===== src/sv/bid_pkg.sv =====
// Shared types and constants for the backlight inactivity dimmer.
// Holds the input, result, snapshot and register word layouts; no dependencies.
package bid_pkg;

  localparam logic [1:0] LVL_ACTIVE = 2'd0;
  localparam logic [1:0] LVL_DIM    = 2'd1;
  localparam logic [1:0] LVL_OFF    = 2'd2;

  localparam logic [6:0] FULL_PERCENT    = 7'd100;
  localparam logic [7:0] DIM_MAX_PERCENT = 8'd99;

  localparam logic [2:0] SCR_INFO      = 3'd1;
  localparam logic [2:0] SCR_RAW       = 3'd2;
  localparam logic [2:0] SCR_ALERT     = 3'd3;
  localparam logic [2:0] SCR_PROVISION = 3'd4;

  localparam logic [1:0] WIFI_AP_SETUP = 2'd3;

  localparam logic CMD_SNAPSHOT = 1'b0;
  localparam logic CMD_BUTTON   = 1'b1;

  localparam logic [2:0] CFG_DIMMING_ENABLED = 3'd0;
  localparam logic [2:0] CFG_DIM_TIMEOUT_MS  = 3'd1;
  localparam logic [2:0] CFG_OFF_TIMEOUT_MS  = 3'd2;
  localparam logic [2:0] CFG_DIM_PERCENT     = 3'd3;
  localparam logic [2:0] CFG_ALERT_KEEPS_ON  = 3'd4;

  typedef struct packed {
    logic        command;
    logic [31:0] now_ms;
    logic [2:0]  screen;
    logic [2:0]  alert_code;
    logic [2:0]  dismissed_alert;
    logic        telemetry_valid;
    logic [3:0]  dryer_phase;
    logic        link_is_up;
    logic [1:0]  wifi_status;
    logic        broker_connected;
  } bid_in_t;

  typedef struct packed {
    logic [1:0] display_level;
    logic [6:0] backlight_percent;
    logic       press_acts;
  } bid_out_t;

  typedef struct packed {
    logic [2:0] screen;
    logic       telemetry_valid;
    logic [3:0] phase;
    logic [2:0] alert;
    logic       link;
    logic [1:0] wifi;
    logic       broker;
  } bid_snap_t;

  typedef struct packed {
    logic        dimming_enabled;
    logic [23:0] dim_timeout_ms;
    logic [23:0] off_timeout_ms;
    logic [7:0]  dim_percent;
    logic        alert_keeps_on;
  } bid_cfg_t;

endpackage


===== src/sv/bid_event.sv =====
// Activity detector: compares a status snapshot with the stored previous one.
// Depends on bid_pkg for the snapshot layout and screen codes.
module bid_event (
  input  logic              seeded,
  input  bid_pkg::bid_snap_t prev,
  input  bid_pkg::bid_snap_t cur,
  output logic              event_hit
);
  import bid_pkg::*;

  logic prev_override;
  logic cur_override;
  logic screen_evt;
  logic telem_evt;
  logic link_evt;

  always_comb begin
    prev_override = prev.screen inside {SCR_INFO, SCR_RAW};
    cur_override  = cur.screen inside {SCR_INFO, SCR_RAW};
    // Leaving an override screen for a normal screen is not user activity.
    screen_evt = (cur.screen != prev.screen) &&
                 !(prev_override && !cur_override && (cur.screen != SCR_ALERT));
    telem_evt  = (cur.telemetry_valid != prev.telemetry_valid) ||
                 (cur.telemetry_valid && (cur.phase != prev.phase));
    link_evt   = (cur.alert != prev.alert) || (cur.link != prev.link) ||
                 (cur.wifi != prev.wifi) || (cur.broker != prev.broker);
    event_hit  = seeded && (screen_evt || telem_evt || link_evt);
  end

endmodule


===== src/sv/bid_level.sv =====
// Level selection: idle-time thresholds, alert and provisioning floors, percent.
// Depends on bid_pkg for the register layout and level codes.
module bid_level (
  input  bid_pkg::bid_cfg_t cfg,
  input  logic [31:0]       idle_ms,
  input  logic [2:0]        screen,
  input  logic [2:0]        alert_code,
  input  logic [2:0]        dismissed_alert,
  input  logic [1:0]        wifi_status,
  output logic [1:0]        level,
  output logic [6:0]        percent
);
  import bid_pkg::*;

  logic [1:0] time_lvl;
  logic [1:0] floor_lvl;

  always_comb begin
    time_lvl = LVL_ACTIVE;
    if (cfg.dimming_enabled && (cfg.dim_timeout_ms != '0)) begin
      if (idle_ms >= {8'd0, cfg.dim_timeout_ms}) begin
        time_lvl = LVL_DIM;
      end
      if ((cfg.off_timeout_ms != '0) && (idle_ms >= {8'd0, cfg.off_timeout_ms})) begin
        time_lvl = LVL_OFF;
      end
    end

    floor_lvl = LVL_OFF;
    if (alert_code != '0) begin
      if ((dismissed_alert != alert_code) && cfg.alert_keeps_on) begin
        floor_lvl = LVL_ACTIVE;
      end else begin
        floor_lvl = LVL_DIM;
      end
    end
    if ((floor_lvl != LVL_ACTIVE) &&
        ((wifi_status == WIFI_AP_SETUP) || (screen == SCR_PROVISION))) begin
      floor_lvl = LVL_DIM;
    end

    level = (time_lvl > floor_lvl) ? floor_lvl : time_lvl;

    case (level)
      LVL_ACTIVE: percent = FULL_PERCENT;
      LVL_DIM: begin
        if (cfg.dim_percent == '0) begin
          percent = 7'd1;
        end else if (cfg.dim_percent > DIM_MAX_PERCENT) begin
          percent = DIM_MAX_PERCENT[6:0];
        end else begin
          percent = cfg.dim_percent[6:0];
        end
      end
      default: percent = 7'd0;
    endcase
  end

endmodule


===== src/sv/backlight_inactivity_dimmer_unit.sv =====
// Top level of the backlight inactivity dimmer: input register, state, result register.
// Depends on bid_pkg, bid_event and bid_level.
//
// Each word is either a status snapshot or a button press and yields exactly one result
// word. A word is taken into an input register, evaluated against the stored snapshot,
// idle timer and level, and moved into the result register together with the
// state update. The block accepts one word per clock cycle while the output side is not
// stalled, the state loop (event detect, 32-bit idle subtraction and threshold compares)
// setting that rate. The user must write registers through the cfg port only while no
// word is in flight; the block itself does not enforce this.
module backlight_inactivity_dimmer_unit (
  input  logic              clk,
  input  logic              rst_n,
  input  logic              in_valid,
  output logic              in_ready,
  input  bid_pkg::bid_in_t  in_word,
  output logic              out_valid,
  input  logic              out_ready,
  output bid_pkg::bid_out_t out_word,
  input  logic              cfg_we,
  input  logic [2:0]        cfg_index,
  input  logic [23:0]       cfg_wdata
);
  import bid_pkg::*;

  bid_cfg_t   cfg_r;
  bid_in_t    s1_word_r;
  logic       s1_valid_r;
  bid_out_t   out_word_r;
  logic       out_valid_r;

  logic [31:0] last_r;
  logic [31:0] last_nxt;
  logic [1:0]  level_r;
  logic [1:0]  level_nxt;
  logic        seeded_r;
  logic        seeded_nxt;
  bid_snap_t   prev_r;
  bid_snap_t   prev_nxt;
  bid_out_t    res_nxt;

  bid_snap_t   cur_snap;
  logic        event_hit;
  logic [31:0] idle_ms;
  logic [1:0]  snap_level;
  logic [6:0]  snap_percent;
  logic        in_fire;
  logic        s1_go;

  assign s1_go     = s1_valid_r && (!out_valid_r || out_ready);
  assign in_ready  = !s1_valid_r || s1_go;
  assign in_fire   = in_valid && in_ready;
  assign out_valid = out_valid_r;
  assign out_word  = out_word_r;

  always_comb begin
    cur_snap.screen          = s1_word_r.screen;
    cur_snap.telemetry_valid = s1_word_r.telemetry_valid;
    cur_snap.phase           = s1_word_r.dryer_phase;
    cur_snap.alert           = s1_word_r.alert_code;
    cur_snap.link            = s1_word_r.link_is_up;
    cur_snap.wifi            = s1_word_r.wifi_status;
    cur_snap.broker          = s1_word_r.broker_connected;
  end

  bid_event u_event (
    .seeded    (seeded_r),
    .prev      (prev_r),
    .cur       (cur_snap),
    .event_hit (event_hit)
  );

  assign idle_ms = event_hit ? 32'd0 : (s1_word_r.now_ms - last_r);

  bid_level u_level (
    .cfg             (cfg_r),
    .idle_ms         (idle_ms),
    .screen          (s1_word_r.screen),
    .alert_code      (s1_word_r.alert_code),
    .dismissed_alert (s1_word_r.dismissed_alert),
    .wifi_status     (s1_word_r.wifi_status),
    .level           (snap_level),
    .percent         (snap_percent)
  );

  always_comb begin
    if (s1_word_r.command == CMD_BUTTON) begin
      last_nxt                  = s1_word_r.now_ms;
      level_nxt                 = LVL_ACTIVE;
      seeded_nxt                = seeded_r;
      prev_nxt                  = prev_r;
      res_nxt.display_level     = LVL_ACTIVE;
      res_nxt.backlight_percent = FULL_PERCENT;
      res_nxt.press_acts        = (level_r != LVL_OFF);
    end else begin
      last_nxt                  = event_hit ? s1_word_r.now_ms : last_r;
      level_nxt                 = snap_level;
      seeded_nxt                = 1'b1;
      prev_nxt                  = cur_snap;
      res_nxt.display_level     = snap_level;
      res_nxt.backlight_percent = snap_percent;
      res_nxt.press_acts        = 1'b0;
    end
  end

  always_ff @(posedge clk) begin
    if (!rst_n) begin
      cfg_r.dimming_enabled <= 1'b1;
      cfg_r.dim_timeout_ms  <= 24'd30000;
      cfg_r.off_timeout_ms  <= 24'd300000;
      cfg_r.dim_percent     <= 8'd20;
      cfg_r.alert_keeps_on  <= 1'b1;
      s1_valid_r            <= 1'b0;
      out_valid_r           <= 1'b0;
      last_r                <= '0;
      level_r               <= LVL_ACTIVE;
      seeded_r              <= 1'b0;
      prev_r                <= '0;
    end else begin
      if (cfg_we) begin
        case (cfg_index)
          CFG_DIMMING_ENABLED: cfg_r.dimming_enabled <= cfg_wdata[0];
          CFG_DIM_TIMEOUT_MS:  cfg_r.dim_timeout_ms  <= cfg_wdata;
          CFG_OFF_TIMEOUT_MS:  cfg_r.off_timeout_ms  <= cfg_wdata;
          CFG_DIM_PERCENT:     cfg_r.dim_percent     <= cfg_wdata[7:0];
          CFG_ALERT_KEEPS_ON:  cfg_r.alert_keeps_on  <= cfg_wdata[0];
          default: ;
        endcase
      end
      s1_valid_r  <= in_fire || (s1_valid_r && !s1_go);
      out_valid_r <= s1_go || (out_valid_r && !out_ready);
      if (s1_go) begin
        last_r   <= last_nxt;
        level_r  <= level_nxt;
        seeded_r <= seeded_nxt;
        prev_r   <= prev_nxt;
      end
    end
  end

  always_ff @(posedge clk) begin
    if (in_fire) begin
      s1_word_r <= in_word;
    end
    if (s1_go) begin
      out_word_r <= res_nxt;
    end
  end

  a_press_wakes: assert property (@(posedge clk) disable iff (!rst_n)
    s1_go && (s1_word_r.command == CMD_BUTTON) |=> level_r == LVL_ACTIVE)
    else $error("button press did not leave the display active");

  a_snapshot_seeds: assert property (@(posedge clk) disable iff (!rst_n)
    s1_go && (s1_word_r.command == CMD_SNAPSHOT) |=> seeded_r)
    else $error("snapshot did not seed the stored snapshot");

  a_result_follows: assert property (@(posedge clk) disable iff (!rst_n)
    s1_go |=> out_valid_r && (out_word_r.display_level == level_r))
    else $error("result word does not match the stored level");

  a_level_legal: assert property (@(posedge clk) disable iff (!rst_n)
    out_valid_r |-> out_word_r.display_level != 2'd3)
    else $error("illegal display level in result word");

  a_press_active: assert property (@(posedge clk) disable iff (!rst_n)
    out_valid_r && out_word_r.press_acts |->
      (out_word_r.display_level == LVL_ACTIVE) &&
      (out_word_r.backlight_percent == FULL_PERCENT))
    else $error("press result is not active at full brightness");

endmodule


===== config.mk =====
export PLATFORM = sky130hd
export DESIGN_NAME = backlight_inactivity_dimmer_unit
export DESIGN_NICKNAME = d
export VERILOG_FILES = /design/src/sv/bid_pkg.sv /design/src/sv/bid_event.sv /design/src/sv/bid_level.sv /design/src/sv/backlight_inactivity_dimmer_unit.sv
export SDC_FILE = /design/constraint.sdc
export NUM_CORES = 1
export LEC_CHECK = 0
export ABC_AREA = 1
export BUFFER_PORTS_ARGS = -buffer_cell sky130_fd_sc_hd__buf_2
export CAP_MARGIN = 20
export CORE_MARGIN = 2
export CORE_UTILIZATION = 67
export CTS_BUF_LIST = sky130_fd_sc_hd__clkbuf_2 sky130_fd_sc_hd__clkbuf_4 sky130_fd_sc_hd__clkbuf_8
export DETAILED_ROUTE_END_ITERATION = 16
export HOLD_SLACK_MARGIN = 0.1
export PLACE_DENSITY = 0.89
export REMOVE_ABC_BUFFERS = 1
export SLEW_MARGIN = 20
export SYNTH_ARGS = -nofsm -noshare
export SYNTH_HDL_FRONTEND = slang
export SYNTH_SLANG_ARGS = --single-unit

===== constraint.sdc =====
create_clock -name clk -period 6.45 [get_ports clk]
set_input_delay 0.3225 -clock clk [delete_from_list [all_inputs] [get_ports clk]]
set_output_delay 0.3225 -clock clk [all_outputs]
set_load 0.1 [all_outputs]

==> impl_results.md <==
* Remaining antenna violation count after routing at 0
* Hold/Removal Path Class: input pin to flop
* Clock Path Buffers at 2
* Post-CTS setup buffer count at 0
* Cells resized by post-CTS repair at 0
* Layout Area Growth over Synthesis at 16.92%
* Relative slew slack at 34.59%
* Ranking of synthesized cells by area: sky130_fd_sc_hd__dfxtp_1 (22%), sky130_fd_sc_hd__edfxtp_1 (18%), sky130_fd_sc_hd__nand2_1 (12%)
* Maximum achievable frequency at 0.1915 GHz
* Library cell occupying the most area in the post-synthesis netlist: sky130_fd_sc_hd__dfxtp_1
* Hold-fix buffers at CTS at 65
* Share of synthesized area occupied by flip-flops and latches at 40.28%
* Detailed Routing Iterations Pass 1 at 7
* Effective utilization at floorplan at 68.64%
* Kind of start point of the critical path: flop
* Antenna violations before repair at 0
* Number of failing hold endpoints at the final stage at 0
* Core outline area at 14590 sq um
* Worst VDD drop at 230.1 uV
* Final number of setup-violating endpoints at 0
* Most prevalent standard cell on the critical path: sky130_fd_sc_hd__nand2_1
* Minimum period implied by the final worst setup slack at 5.221 ns
* Vias in the first global route at 9497
* Total congestion overflow at 0
* Worst hold slack at 0.1184 ns
* Maximum net fanout on the critical path at 21
* Required time at the worst-slack endpoint at 6.71 ns
* Number of CTS-inserted buffers at 17
* Outcome: finished clean
* Final instance area at 11710 sq um
* # H-tree levels at 4
* Via density per instance at 5.560
* Arr. time, crit path at 5.48 ns
* Simple-gate share of the synthesized area at 22.43%
* Longest individual stage delay on the worst path at 0.49 ns
* Proportion of synthesized area in mux cells at 0%
* Post-synth top cells: sky130_fd_sc_hd__nand2_1 (326), sky130_fd_sc_hd__inv_1 (249), sky130_fd_sc_hd__a21oi_1 (132), sky130_fd_sc_hd__dfxtp_1 (110), sky130_fd_sc_hd__o21ai_0 (100)
* Area of the die at 15940 sq um
* Clock tree skew after final layout at 0.01588 ns
* Share of the synthesized area in the top cell type at 21.99%
* Post-Route Setup TNS at 0 ns
* Setup Crit Path Kind: flop to flop
* Global router's overall resource usage at 33.39%
* Setup repair after global routing missed its margin: false
* Die Span Y at 126.3 microns
* Fin nets at 1675
* Kind of end point of the critical path: flop
* Average size of a mapped cell at 7.369 sq um
* HPWL after detailed placement at 17200 microns
* Number of primary I/O pins at 95
* Pin count of the biggest net entering global routing at 66
* Most numerous cell in the Yosys netlist: sky130_fd_sc_hd__nand2_1
* Slowest cell on crit path: sky130_fd_sc_hd__edfxtp_1
* Fin crit share at 80.94%
* Total of flip-flops plus latches after synthesis at 171
* Sinks on Clock Net at 171
* Final Slew Violations at 0
* Asr flop ratio synth at 0%
* Slew of the pin with the lowest slew margin at 0.9801 ns
* Overall die width at 126.3 microns
* Dominant register cell in the synthesized netlist: sky130_fd_sc_hd__dfxtp_1
* Total standard cell area after synthesis at 10010 sq um
* Share of final-layout standard cells stronger than drive strength 1 at 11.03%
* DRC violation count after routing at 0
* Total power divided by cell area at 235.3 nW/um^2
* Adder-cell area share of the yosys netlist at 10.32%
* Routability Congestion at 0.9705
* CTS clock-pin slew for the worst setup and hold paths at 0.11 ns
* Antenna diode count at 0
* Dpl cell area at 10620 sq um
* Buffer cell driving the clock tree root: sky130_fd_sc_hd__clkbuf_8
* Post-synthesis xor/xnor area fraction at 2.011%
* Area fraction in compound gates after synthesis at 14.17%
* Mean routed wirelength per cell at 15.52 microns
* Number of flops mapped to enable cells by yosys at 61
* First-pass GRT wire length at 42840 microns
* Netlist cell types at 45
* YS warnings at 0
* Static leakage power at 5.632 nW
* Number of input and output port buffers inserted at 94
* Largest family of logic cells by synthesized area: simple AND/OR/NAND/NOR gates
* Sum of routed wire length over all layers at 26500 microns
* Number of placement rows at 44
* Number of maximum-capacitance constraint violations at 0
* CTS tree: done
* Vias at 9491
* Number of standard cells after synthesis at 1359
* Latest clock arrival within the worst-skew pair at 0.49 ns
* Count of routing violations after the opening detailed-route iteration at 704
## registers in the layout, indices dropped and copies added, names as in the netlist, 2 cells and up
signal	count
s1_word_r	36
cur_snap	15
last_r	32
out_word	10
level_r	2
prev_r	15
cfg_r	58
## area by class of cell
| cell class | count | area [sq um] |
|---|---|---|
| clock inverters | 15 | 205.2 |
| clock buffers | 17 | 234.0 |
| flip-flops and latches | 171 | 4034 |
| inverters | 254 | 954.7 |
| well taps | 184 | 230.2 |
| fillers | 966 | 2880 |
| repair buffers | 163 | 1151 |
| multi-input cells | 903 | 4900 |
## per-layer routing
layer	global-route usage [%]	vias to the layer above	part of all wire, %
li1	-	4684	-
met1	37.60	4297	40
met2	59.42	398	49
met3	6.797	112	6.3
met4	17.71	0	4.7
met5	0	-	0
## layout by cell type (no fill, tap or decap), types with 15 or more instances in the layout
cell type                       synthesis  routed
sky130_fd_sc_hd__edfxtp_1              61      61
sky130_fd_sc_hd__nor2_1                98      98
sky130_fd_sc_hd__dlygate4sd3_1          0      65
sky130_fd_sc_hd__o21ai_0              100     100
sky130_fd_sc_hd__clkbuf_8               0      17
sky130_fd_sc_hd__dfxtp_1              110     110
sky130_fd_sc_hd__ha_1                  81      81
sky130_fd_sc_hd__buf_2                  0      94
sky130_fd_sc_hd__o211ai_1              15      15
sky130_fd_sc_hd__nand2_1              326     326
sky130_fd_sc_hd__nand2_2               16      16
sky130_fd_sc_hd__inv_1                249     248
sky130_fd_sc_hd__nand3_1               45      45
sky130_fd_sc_hd__a21oi_1              132     132
## worst max-delay path: cells and delay by family (launching register included)
kind	cells	cell delay [ns]
AO/OA/AOI/OAI	4	0.65
adder cells (fa/ha/maj)	2	0.49
buffers and inverters	3	0.44
flip-flops	1	0.49
AND/OR/NAND/NOR	23	2.90
## metrics by stage
stage	instances	util, %	power [W]	worst slack, ns
6_report	1707	80.26	0.002755	1.229
5_1_grt	1707	80.26	0.002888	0.8669
4_1_cts	1707	80.25	0.002726	1.591
3_5_place_dp	1610	72.78	0.001891	1.696
3_3_place_gp	1610	72.78	0.001871	2.003
2_1_floorplan	1328	-	0.001712	2.459
## power by group
group / switching [W] / internal, W / total, W
logic: 0.000456 / 0.000268 / 0.000724
clock network: 0.000461 / 0.000366 / 0.000827
registers: 0.0000292 / 0.00117 / 0.00120
total: 0.000946 / 0.00181 / 0.00275
## kinds of logic after synthesis
| logic type | Yosys count |
|---|---|
| AOI/OAI and AO/OA | 266 |
| xor gates and xnor gates | 23 |
| adders and majority gates | 82 |
| buffers and inverters | 285 |
| DFF | 171 |
| and+or+nand+nor | 532 |
## path summary, 6_finish.rpt
path / from / to / slack (ns) / cells past startpoint
min reg2reg: last_r[24]$_SDFFE_PN0P_ / last_r[24]$_SDFFE_PN0P_ / 0.46 / 2
max reg2reg: cur_snap[4]$_DFFE_PP_ / out_word[6]$_SDFFCE_PP1P_ / 1.23 / 32
min: cfg_wdata[3] / cfg_r[4]$_SDFFE_PN0P_ / 0.12 / 3
max: cur_snap[4]$_DFFE_PP_ / out_word[6]$_SDFFCE_PP1P_ / 1.23 / 32
No activity file was read; power rests on OpenSTA's default activity.
